## config.mk

```make
export PLATFORM = sky130hd
export DESIGN_NAME = ipv6_text_address_parser
export DESIGN_NICKNAME = d
export VERILOG_FILES = /design/src/design/ipv6tp_pkg.sv /design/src/design/ipv6_text_address_parser.sv /design/src/design/ipv6tp_scan.sv /design/src/design/ipv6tp_expand.sv
export SDC_FILE = /design/constraint.sdc
export NUM_CORES = 1
export LEC_CHECK = 0
export ABC_CLOCK_PERIOD_IN_PS = 11200
export BUFFER_PORTS_ARGS = -buffer_cell sky130_fd_sc_hd__buf_2
export CORE_MARGIN = 5
export CORE_UTILIZATION = 55
export CTS_CLUSTER_SIZE = 12
export DETAILED_ROUTE_END_ITERATION = 8
export PLACE_DENSITY_LB_ADDON = 0.3
export SETUP_SLACK_MARGIN = 0.3
export SLEW_MARGIN = 25
export SYNTH_ARGS = -nofsm -noshare
export SYNTH_HDL_FRONTEND = slang
export SYNTH_SLANG_ARGS = --single-unit
export TNS_END_PERCENT = 5
```

## constraint.sdc

```tcl
create_clock -name clk -period 11.2 [get_ports clk]
set_clock_uncertainty 0.1 [all_clocks]
set_input_delay 0.56 -clock clk [delete_from_list [all_inputs] [get_ports clk]]
set_output_delay 0.56 -clock clk [all_outputs]
set_load 0.03 [all_outputs]
```

## src/design/ipv6tp_pkg.sv

```systemverilog
// shared types and constants for the ipv6 text address parser
package ipv6tp_pkg;

  localparam int NUM_GROUPS = 8;
  localparam int GROUP_W    = 16;
  localparam int GIDX_W     = 3;
  localparam int GCNT_W     = 4;
  localparam int HALF_W     = 64;

  localparam logic [7:0] CH_NUL      = 8'h00;
  localparam logic [7:0] CH_COLON    = 8'h3a;
  localparam logic [7:0] CH_LBRACKET = 8'h5b;
  localparam logic [7:0] CH_RBRACKET = 8'h5d;
  localparam logic [7:0] CH_SLASH    = 8'h2f;
  localparam logic [7:0] CH_DIG0     = 8'h30;
  localparam logic [7:0] CH_DIG9     = 8'h39;
  localparam logic [7:0] CH_LOW_A    = 8'h61;
  localparam logic [7:0] CH_LOW_F    = 8'h66;
  localparam logic [7:0] CH_UP_A     = 8'h41;
  localparam logic [7:0] CH_UP_F     = 8'h46;

  localparam logic [1:0] STOP_NUL     = 2'd0;
  localparam logic [1:0] STOP_BRACKET = 2'd1;
  localparam logic [1:0] STOP_SLASH   = 2'd2;
  localparam logic [1:0] STOP_ERROR   = 2'd3;

  typedef logic [NUM_GROUPS-1:0][GROUP_W-1:0] group_vec_t;

  typedef struct packed {
    logic       valid;
    logic [1:0] kind;
  } emit_t;

  typedef struct packed {
    logic              good;
    logic              gap_seen;
    logic [GCNT_W-1:0] count;
    logic [GIDX_W-1:0] gap_pos;
  } expand_ctl_t;

endpackage

```

## src/design/ipv6_text_address_parser.sv

```systemverilog
// top level: input register, parse and expansion, result register
// Takes one character of an IPv6 address text per word and returns one word with the 128-bit
// address when the text ends (NUL, ']' or '/') or an error is found. Each character is
// registered on entry and then handled by a single pass of parse logic and the zero-run
// expansion mux, whose result lands in the output register; a new character is taken every
// cycle while the output register is empty or its result is being taken, and while the
// output register holds a result that is not taken, the input register holds its character
// and input stalls.
// After a result that did not end on NUL, characters up to and including the next NUL are
// consumed without a result.
module ipv6_text_address_parser (
  input  logic        clk,
  input  logic        rst,
  input  logic        in_valid,
  output logic        in_ready,
  input  logic [7:0]  ch,
  output logic        out_valid,
  input  logic        out_ready,
  output logic [63:0] addr_high,
  output logic [63:0] addr_low,
  output logic        ok,
  output logic [1:0]  stop_kind
);

  logic       ch_valid;
  logic [7:0] ch_q;
  logic       advance;
  logic       fire;

  ipv6tp_pkg::emit_t       emit;
  ipv6tp_pkg::expand_ctl_t ctl;
  ipv6tp_pkg::group_vec_t  store_view;
  logic [63:0]             exp_high;
  logic [63:0]             exp_low;

  assign advance  = !out_valid || out_ready;
  assign fire     = ch_valid && advance;
  assign in_ready = !ch_valid || advance;

  always_ff @(posedge clk) begin
    if (rst) begin
      ch_valid <= 1'b0;
    end else if (in_ready) begin
      ch_valid <= in_valid;
    end
  end

  always_ff @(posedge clk) begin
    if (in_ready && in_valid) begin
      ch_q <= ch;
    end
  end

  ipv6tp_scan u_scan (
    .clk        (clk),
    .rst        (rst),
    .fire       (fire),
    .ch         (ch_q),
    .emit       (emit),
    .ctl        (ctl),
    .store_view (store_view)
  );

  ipv6tp_expand u_expand (
    .ctl        (ctl),
    .store_view (store_view),
    .addr_high  (exp_high),
    .addr_low   (exp_low)
  );

  always_ff @(posedge clk) begin
    if (rst) begin
      out_valid <= 1'b0;
    end else if (advance) begin
      out_valid <= fire && emit.valid;
    end
  end

  always_ff @(posedge clk) begin
    if (fire && emit.valid) begin
      addr_high <= exp_high;
      addr_low  <= exp_low;
      ok        <= ctl.good;
      stop_kind <= emit.kind;
    end
  end

endmodule

```

## src/design/ipv6tp_scan.sv

```systemverilog
// per-character parse state, group store and end-of-parse decision
module ipv6tp_scan (
  input  logic                   clk,
  input  logic                   rst,
  input  logic                   fire,
  input  logic [7:0]             ch,
  output ipv6tp_pkg::emit_t       emit,
  output ipv6tp_pkg::expand_ctl_t ctl,
  output ipv6tp_pkg::group_vec_t  store_view
);

  logic [ipv6tp_pkg::GROUP_W-1:0] group_acc, group_acc_next;
  logic [ipv6tp_pkg::GCNT_W-1:0]  group_cnt, group_cnt_next;
  logic [ipv6tp_pkg::GIDX_W-1:0]  gap_pos, gap_pos_next;
  logic gap_seen, gap_seen_next;
  logic after_colon, after_colon_next;
  logic at_first_char, at_first_char_next;
  logic skipping, skipping_next;
  ipv6tp_pkg::group_vec_t group_store;

  logic                           wr_en;
  logic [ipv6tp_pkg::GIDX_W-1:0]  wr_idx;
  logic                           is_hex;
  logic [3:0]                     hex_val;
  logic                           is_term;

  always_comb begin
    is_hex  = 1'b1;
    hex_val = 4'd0;
    if (ch >= ipv6tp_pkg::CH_DIG0 && ch <= ipv6tp_pkg::CH_DIG9) begin
      hex_val = 4'(ch - ipv6tp_pkg::CH_DIG0);
    end else if (ch >= ipv6tp_pkg::CH_LOW_A && ch <= ipv6tp_pkg::CH_LOW_F) begin
      hex_val = 4'(ch - ipv6tp_pkg::CH_LOW_A + 8'd10);
    end else if (ch >= ipv6tp_pkg::CH_UP_A && ch <= ipv6tp_pkg::CH_UP_F) begin
      hex_val = 4'(ch - ipv6tp_pkg::CH_UP_A + 8'd10);
    end else begin
      is_hex = 1'b0;
    end
  end

  assign is_term = (ch == ipv6tp_pkg::CH_NUL) || (ch == ipv6tp_pkg::CH_RBRACKET) ||
                   (ch == ipv6tp_pkg::CH_SLASH);
  assign wr_idx  = group_cnt[ipv6tp_pkg::GIDX_W-1:0];

  always_comb begin
    group_acc_next     = group_acc;
    group_cnt_next     = group_cnt;
    gap_pos_next       = gap_pos;
    gap_seen_next      = gap_seen;
    after_colon_next   = after_colon;
    at_first_char_next = at_first_char;
    skipping_next      = skipping;
    wr_en              = 1'b0;
    emit.valid         = 1'b0;
    emit.kind          = ipv6tp_pkg::STOP_ERROR;
    ctl.good           = 1'b0;

    if (skipping) begin
      if (ch == ipv6tp_pkg::CH_NUL) begin
        skipping_next = 1'b0;
      end
    end else begin
      at_first_char_next = 1'b0;
      if (at_first_char && ch == ipv6tp_pkg::CH_LBRACKET) begin
        // leading bracket skipped
      end else if (after_colon && ch == ipv6tp_pkg::CH_COLON) begin
        after_colon_next = 1'b0;
        if (!gap_seen) begin
          gap_seen_next = 1'b1;
          gap_pos_next  = group_cnt[ipv6tp_pkg::GIDX_W-1:0];
        end
      end else begin
        after_colon_next = 1'b0;
        if (ch == ipv6tp_pkg::CH_COLON || is_term) begin
          wr_en          = 1'b1;
          group_cnt_next = group_cnt + 1'b1;
          group_acc_next = '0;
          if (ch == ipv6tp_pkg::CH_COLON) begin
            if (group_cnt_next == ipv6tp_pkg::GCNT_W'(ipv6tp_pkg::NUM_GROUPS)) begin
              emit.valid = 1'b1;
              emit.kind  = ipv6tp_pkg::STOP_ERROR;
            end else begin
              after_colon_next = 1'b1;
            end
          end else begin
            emit.valid = 1'b1;
            ctl.good   = gap_seen ||
                         (group_cnt_next == ipv6tp_pkg::GCNT_W'(ipv6tp_pkg::NUM_GROUPS));
            if (ch == ipv6tp_pkg::CH_NUL) begin
              emit.kind = ipv6tp_pkg::STOP_NUL;
            end else if (ch == ipv6tp_pkg::CH_RBRACKET) begin
              emit.kind = ipv6tp_pkg::STOP_BRACKET;
            end else begin
              emit.kind = ipv6tp_pkg::STOP_SLASH;
            end
          end
        end else if (is_hex) begin
          group_acc_next = {group_acc[ipv6tp_pkg::GROUP_W-5:0], hex_val};
        end else begin
          emit.valid = 1'b1;
          emit.kind  = ipv6tp_pkg::STOP_ERROR;
        end
      end
    end

    ctl.gap_seen = gap_seen;
    ctl.count    = group_cnt_next;
    ctl.gap_pos  = gap_pos;

    // a result or the end of a skipped tail starts a new parse
    if (emit.valid || (skipping && ch == ipv6tp_pkg::CH_NUL)) begin
      group_acc_next     = '0;
      group_cnt_next     = '0;
      gap_pos_next       = '0;
      gap_seen_next      = 1'b0;
      after_colon_next   = 1'b0;
      at_first_char_next = 1'b1;
    end
    if (emit.valid) begin
      skipping_next = (emit.kind != ipv6tp_pkg::STOP_NUL);
    end
  end

  // store contents including the group written by this word
  always_comb begin
    store_view = group_store;
    if (wr_en) begin
      store_view[wr_idx] = group_acc;
    end
  end

  always_ff @(posedge clk) begin
    if (fire && wr_en) begin
      group_store[wr_idx] <= group_acc;
    end
  end

  always_ff @(posedge clk) begin
    if (rst) begin
      group_acc     <= '0;
      group_cnt     <= '0;
      gap_pos       <= '0;
      gap_seen      <= 1'b0;
      after_colon   <= 1'b0;
      at_first_char <= 1'b1;
      skipping      <= 1'b0;
    end else if (fire) begin
      group_acc     <= group_acc_next;
      group_cnt     <= group_cnt_next;
      gap_pos       <= gap_pos_next;
      gap_seen      <= gap_seen_next;
      after_colon   <= after_colon_next;
      at_first_char <= at_first_char_next;
      skipping      <= skipping_next;
    end
  end

endmodule

```

## src/design/ipv6tp_expand.sv

```systemverilog
// zero-run expansion of the stored groups into the 128-bit address
module ipv6tp_expand (
  input  ipv6tp_pkg::expand_ctl_t           ctl,
  input  ipv6tp_pkg::group_vec_t            store_view,
  output logic [ipv6tp_pkg::HALF_W-1:0]     addr_high,
  output logic [ipv6tp_pkg::HALF_W-1:0]     addr_low
);

  logic [ipv6tp_pkg::GCNT_W-1:0] missing;
  logic [ipv6tp_pkg::GCNT_W-1:0] run_end;
  ipv6tp_pkg::group_vec_t        g;

  assign missing = ipv6tp_pkg::GCNT_W'(ipv6tp_pkg::NUM_GROUPS) - ctl.count;
  assign run_end = {1'b0, ctl.gap_pos} + missing;

  always_comb begin
    for (int i = 0; i < ipv6tp_pkg::NUM_GROUPS; i++) begin
      g[i] = '0;
      if (ctl.good) begin
        if (!ctl.gap_seen || missing == '0) begin
          if (ipv6tp_pkg::GCNT_W'(i) < ctl.count) begin
            g[i] = store_view[i];
          end
        end else if (ipv6tp_pkg::GCNT_W'(i) < {1'b0, ctl.gap_pos}) begin
          g[i] = store_view[i];
        end else if (ipv6tp_pkg::GCNT_W'(i) >= run_end) begin
          g[i] = store_view[3'(ipv6tp_pkg::GCNT_W'(i) - missing)];
        end
      end
    end
  end

  assign addr_high = {g[0], g[1], g[2], g[3]};
  assign addr_low  = {g[4], g[5], g[6], g[7]};

endmodule
```

**Word-level counts from Yosys, hierarchy flattened**

Cells that the tools add are included.

- Flip-flop bits (word level): 296
- Input port bits: 12
- Output and inout port bits: 133
- Logic and storage cells: 225

- $add $sub $neg: 16
- Order comparisons: 39
- Equality and inequality tests: 9
- Mux-type cells: 107
- Reduce and logical (&&, ||, !) cells: 32

Operator list:

| operator | count |
|---|---|
| 2-to-1 mux 16 bit | 46 |
| binary-select mux 16 bit (select 3 bit) | 8 |
| bitwise mux 128 bit | 1 |
| 2-to-1 mux 128 bit | 1 |
| demux 16 bit (select 3 bit) | 1 |
| less-than comparator 3 x 4 -> 1 bit, second input constant | 9 |
| 2-to-1 mux 3 bit | 12 |
| 2-to-1 mux 4 bit | 8 |
| 2-to-1 mux 1 bit | 28 |
| == test 8 x 6 -> 1 bit, second input constant | 2 |
| == test 8 x 7 -> 1 bit, second input constant | 2 |
| >= comparator 3 x 4 -> 1 bit, first input constant | 4 |
| >= comparator 8 x 7 -> 1 bit, second input constant | 2 |
| less-or-equal comparator 8 x 7 -> 1 bit, second input constant | 2 |
| less-than comparator 3 x 4 -> 1 bit, first input constant | 4 |
| subtractor 3 bit, first input constant | 4 |
| subtractor 4 x 1 -> 4 bit, second input constant | 3 |
| logical AND 1 bit | 11 |
| AND reduction 5 bit | 2 |
| less-than comparator 3 bit, first input constant | 3 |
| adder 4 bit, second input constant | 2 |
| >= comparator 1 x 4 -> 1 bit, first input constant | 2 |
| >= comparator 2 x 4 -> 1 bit, first input constant | 2 |
| >= comparator 8 x 6 -> 1 bit, second input constant | 1 |
| 23 further kinds | 43 |

**Logic depth before layout (Yosys ltp)**

- Depth after elaboration: 15
- Gate-level depth with buffers: 27
- Gate-level depth less buffers: 19

**Hierarchy**

A second synthesis with hierarchy kept.

- Cell total of the unflattened synthesis: 2097
- Area total of the unflattened synthesis: 20499.7 sq um

Modules (own cells, without submodules):

| module | times used | cells each | area an instance (sq um) | sequential area each (sq um) |
|---|---|---|---|---|
| ipv6tp_scan | 1 | 893 | 8629.5 | 4384.2 |
| ipv6tp_expand | 1 | 1054 | 7593.5 | 0.0 |
| ipv6_text_address_parser | 1 | 150 | 4276.6 | 4214.0 |

**Worst setup path after synthesis**

No wires, ideal clock.

- Path type: flip-flop to flip-flop
- Start: register ch_q[0]
- End: register u_scan.group_store[0] (netlist bit) (enable)
- Library setup time: 622 ps
- Arrival: 7080 ps
- Data required time: 10478 ps
- Path slack: 3398 ps
- Cell stages (with the launch flop): 10
- Buffers on the path: 2
- Clock period less this slack: 7802 ps
- Cell sequence: edfxtp_1 > inv_1 > ha_1 > nand2_1 > nor3_1 > or4_4 > buf_6 > nand2_1 > clkbuf_1 > nor2_1

- Longest elaborated chain between the ends: 9
- Elaborated cells on any way between the ends: 15
- Those cells by class: 4 x eq/ne; 4 x mux; 7 x reduce/logical

Ends and longest elaborated chain:

| element | line | text |
|---|---|---|
| start, declared | ipv6_text_address_parser.sv:26 | `logic [7:0] ch_q;` |
| start signal, assigned | ipv6_text_address_parser.sv:50 | `ch_q <= ch;` |
| == test 8 x 7 -> 1 bit / logical NOT 8 bit (equally long branches) | ipv6tp_scan.sv:41 | `assign is_term = (ch == ipv6tp_pkg::CH_NUL) \|\| (ch == ipv6tp_pkg::CH_RBRACKET) \|\|` |
| logical OR 1 bit (2 in series) | ipv6tp_scan.sv:41 |  |
| logical OR 1 bit | ipv6tp_scan.sv:74 | `if (ch == ipv6tp_pkg::CH_COLON \|\| is_term) begin` |
| 2-to-1 mux 1 bit | ipv6tp_scan.sv:74 |  |
| 2-to-1 mux 1 bit | ipv6tp_scan.sv:66 | `end else if (after_colon && ch == ipv6tp_pkg::CH_COLON) begin` |
| 2-to-1 mux 1 bit (*) | ipv6tp_scan.sv:64 | `if (at_first_char && ch == ipv6tp_pkg::CH_LBRACKET) begin` |
| 2-to-1 mux 1 bit (*) | ipv6tp_scan.sv:58 | `if (skipping) begin` |
| logical AND 1 bit (*) | ipv6tp_scan.sv:133 | `if (fire && wr_en) begin` |
| end signal, assigned by index | ipv6tp_scan.sv:134 | `group_store[wr_idx] <= group_acc;` |
| end, declared | ipv6tp_scan.sv:19 | `ipv6tp_pkg::group_vec_t group_store;` |

Mark *: on every way between the ends. The rest lies on a longest branch, timed or not.
A chain may end at the register's enable or synchronous reset.

**Worst setup path after layout**

- Start: register ch_q[0]
- End: register addr_low[49], data pin

- Longest elaborated chain between the ends: 15
- Elaborated cells on any way between the ends: 37
- Those cells by class: 3 x add/sub; 2 x order compare; 4 x eq/ne; 20 x mux; 8 x reduce/logical

Ends and longest elaborated chain:

| element | line | text |
|---|---|---|
| parallel branches: the longest is 15 deep, another holds subtractor 4 bit | - |  |
| end signal, assigned | ipv6_text_address_parser.sv:82 | `addr_low <= exp_low;` |
| end, declared | ipv6_text_address_parser.sv:20 | `output logic [63:0] addr_low,` |

Several ways; the timed one is not identified. The select of a mux whose other input is x is not followed.

==> results_dict.tcl <==
set metrics [dict create \
    rsz0062_at_grt "no" \
    core_um2 35300 \
    drt-initial-drc-count 2262 \
    rr_worst_depth 18 \
    grt_use_met3_pct 6.91 \
    use_met2_pct 58.0 \
    num-fill-cells 2938 \
    clockBufferDepth 3 \
    final.setup.tns_ns 0 \
    io_pins 145 \
    firstDrtPassIters 9 \
    r2r_end "addr_low[49]" \
    cp-end-kind "flop" \
    cts.sinks 296 \
    synth_nets 1868 \
    cts_root_buffer "clkbuf_16" \
    worst_pin_slew_ns 1.10 \
    avgSynthCellArea_um2 10.6 \
    ant_nets 0 \
    ys_types 75 \
    final_max_slew_viol_count 0 \
    ys.flop_type "edfxtp_1" \
    use_met1_pct 44.1 \
    start_util_pct 55.2 \
    vias 17227 \
    gp_congestion 0.981 \
    final_nets 1920 \
    tritoncts "done" \
    antenna_cells 0 \
    period_needed_ns 9.20 \
    grt_pass1_wl_um 107000 \
    grt_pass1_vias 16424 \
    critPathRequiredTime_ns 11.46 \
    synth_edf_count 267 \
    dieArea_um2 39300 \
    relSlewSlack_pct 26.6 \
    routed_via_density 7.24 \
    holdWs_ns 0.0742 \
    drt_wl_total_um 74000 \
    crit_start "ch_q[0]" \
    die_x_um 198 \
    postSynthCellCount 1843 \
    cellPowerDensity_nw_per_um2 115 \
    drv_cap 0 \
    ctsHoldBuffers 0 \
    timing.rr.start "ch_q[0]" \
    cts_made_buffers 34 \
    run_status "complete, but fails checks" \
    critPathArrivalTime_ns 9.46 \
    fmax_mhz 109 \
    worstPathMaxFanout 57 \
    clk_latency_ns 0.57 \
    ys_ff_latch 296 \
    layout_commonest_cell "edfxtp_1" \
    hold_violations 0 \
    cts_resized 0 \
    grt_remaining_overflow 0 \
    area_delta_synth_final_pct 10.7 \
    drc 1 \
    min_path_type "input port to flop" \
    async_flop_share_pct 0 \
    cp-start-kind "flop" \
    busiest_layer "met2" \
    min_period_over_period_pct 82.1 \
    port_buffers 144 \
    drive_gt1_share_pct 21.6 \
    place_area_um2 20500 \
    worstSetupPathType "flop to flop" \
    rows 69 \
    die_y_um 198 \
    path_clk_slew_ns 0.06 \
    grt_use_total_pct 36.7 \
    ys_warn_count 0 \
    ir_worst_vdd_uv 141 \
    setup-violations-final 0 \
    post_drt_wl_per_cell_um 31.1 \
    final_cell_area_um2 21600 \
    p_leak_nw 7.42 \
    r2r_slack_ns 2.00 \
    violations "DRC" \
    antenna_found_initial 0 \
    post_cts_buffers 0 \
    h-tree-depth 2 \
    place_hpwl_um 52100 \
    grt_max_degree 87 \
    syn_area_um2 19500 \
    mostFrequentLayoutCells "edfxtp_1 (267), nor2_1 (230), mux2i_1 (217)" \
    crit_end "addr_low[49]" \
    ys_seq_area_share_pct 44.1 \
]
## worst min path at each step
stage / slack (ns) / cells past startpoint / to / startpoint
after detailed placement: 0.36 / 2 / u_scan.at_first_char / u_scan.at_first_char
final: 0.07 / 1 / ch_q[3] / ch[3]
after global routing: 0.06 / 1 / ch_q[1] / ch[1]
after CTS: 0.06 / 1 / ch_q[3] / ch[3]
after global placement: 0.36 / 2 / u_scan.at_first_char / u_scan.at_first_char
after floorplan: 0.33 / 2 / u_scan.at_first_char / u_scan.at_first_char
## power by group
part	internal [W]	switching (W)	leakage (nW)
Clock	0.000639	0.000470	0.532
Sequential	0.00121	0.0000116	2.53
Combinational	0.0000402	0.000114	4.35
## kinds of logic (layout without fill, tap and decap cells)
family,count (synthesis),after routing,share of synthesized area [%]
AOI/OAI and AO/OA,548,548,19.2
and+or+nand+nor,398,398,9.01
muxes,365,365,22.0
DFF,296,296,44.1
buffers and inverters,212,289,4.32
adders and majority gates,13,13,0.873
xor gates and xnor gates,11,11,0.494
## worst max-delay path: stages, from the launching register on
cell and delay (ns):
edfxtp_1 0.45, inv_1 0.17, ha_1 0.16, nand2_1 0.08, nor3_1 0.35, or4_4 0.70, nand2_4 0.63, xnor2_2 0.36
buf_4 0.80, ha_2 0.62, inv_2 0.60, ha_1 0.36, a21o_1 0.16, a21oi_1 0.54, nor3_1 0.10, mux2_4 0.32
a211oi_4 0.83, nand4_1 1.08, o22ai_1 0.49
## per-stage QoR
step	cells	setup WS [ns]	power, W	utilization (%)
floorplan	1843	3.40	0.00135	-
global placement	2320	2.56	0.00140	58.1
detailed placement	2320	2.36	0.00140	58.1
CTS	2381	2.30	0.00249	61.1
global route	2381	1.55	0.00255	61.1
finish	2381	2.00	0.00249	61.1
## registers in the layout (all words and copies together) (netlist names), 2 cells and up
register and flops:
stop_kind 2, ch_q 8, addr_high 64, u_scan.group_cnt 4, u_scan.gap_pos 3, u_scan.group_store 128, addr_low 64, u_scan.group_acc 16
## routing by layer
layer	wire length [um]	vias up
met5	0	-
met4	7820	0
met3	6510	381
met2	33800	1234
met1	25800	8320
li1	-	7292
## cell type report
cell class              count  area (um2)  area share [%]
multi-input cells        1335       10200            47.1
flip-flops and latches    296        8600            39.9
repair buffers            179         983            4.56
clock buffers              48         948            4.39
well taps                 461         577            2.67
inverters                  49         186           0.864
clock inverters            13         119           0.551
## Yosys cell counts, types with 5 or more instances
cell type  count  share of area [%]
nor3_1        47                1.2
o221ai_1      25                1.1
a32oi_1       13               0.58
a22oi_1       69                2.7
mux2i_1      218                 11
o2111ai_1     12               0.54
o32ai_1       34                1.5
nand3_1       19               0.49
mux2_2       106                6.1
a21o_1        28                1.1
xnor2_1        8               0.36
o211ai_1      20               0.77
buf_1         13               0.25
mux4_2        40                4.6
ha_1          12               0.77
clkbuf_1     130                2.5
nand4_1        5               0.16
o21a_1        26                1.0
a21oi_1      116                3.0
inv_1         46               0.89
a22o_1        16               0.72
or3_1          8               0.26
dfxtp_1       29                3.0
o22ai_1       67                2.1
o21bai_1      16               0.62
edfxtp_1     267                 41
o21ai_0       76                2.0
nor2_1       233                4.5
buf_2         16               0.41
nand2_1       54                1.0
Power figures use the tool's default switching activity.
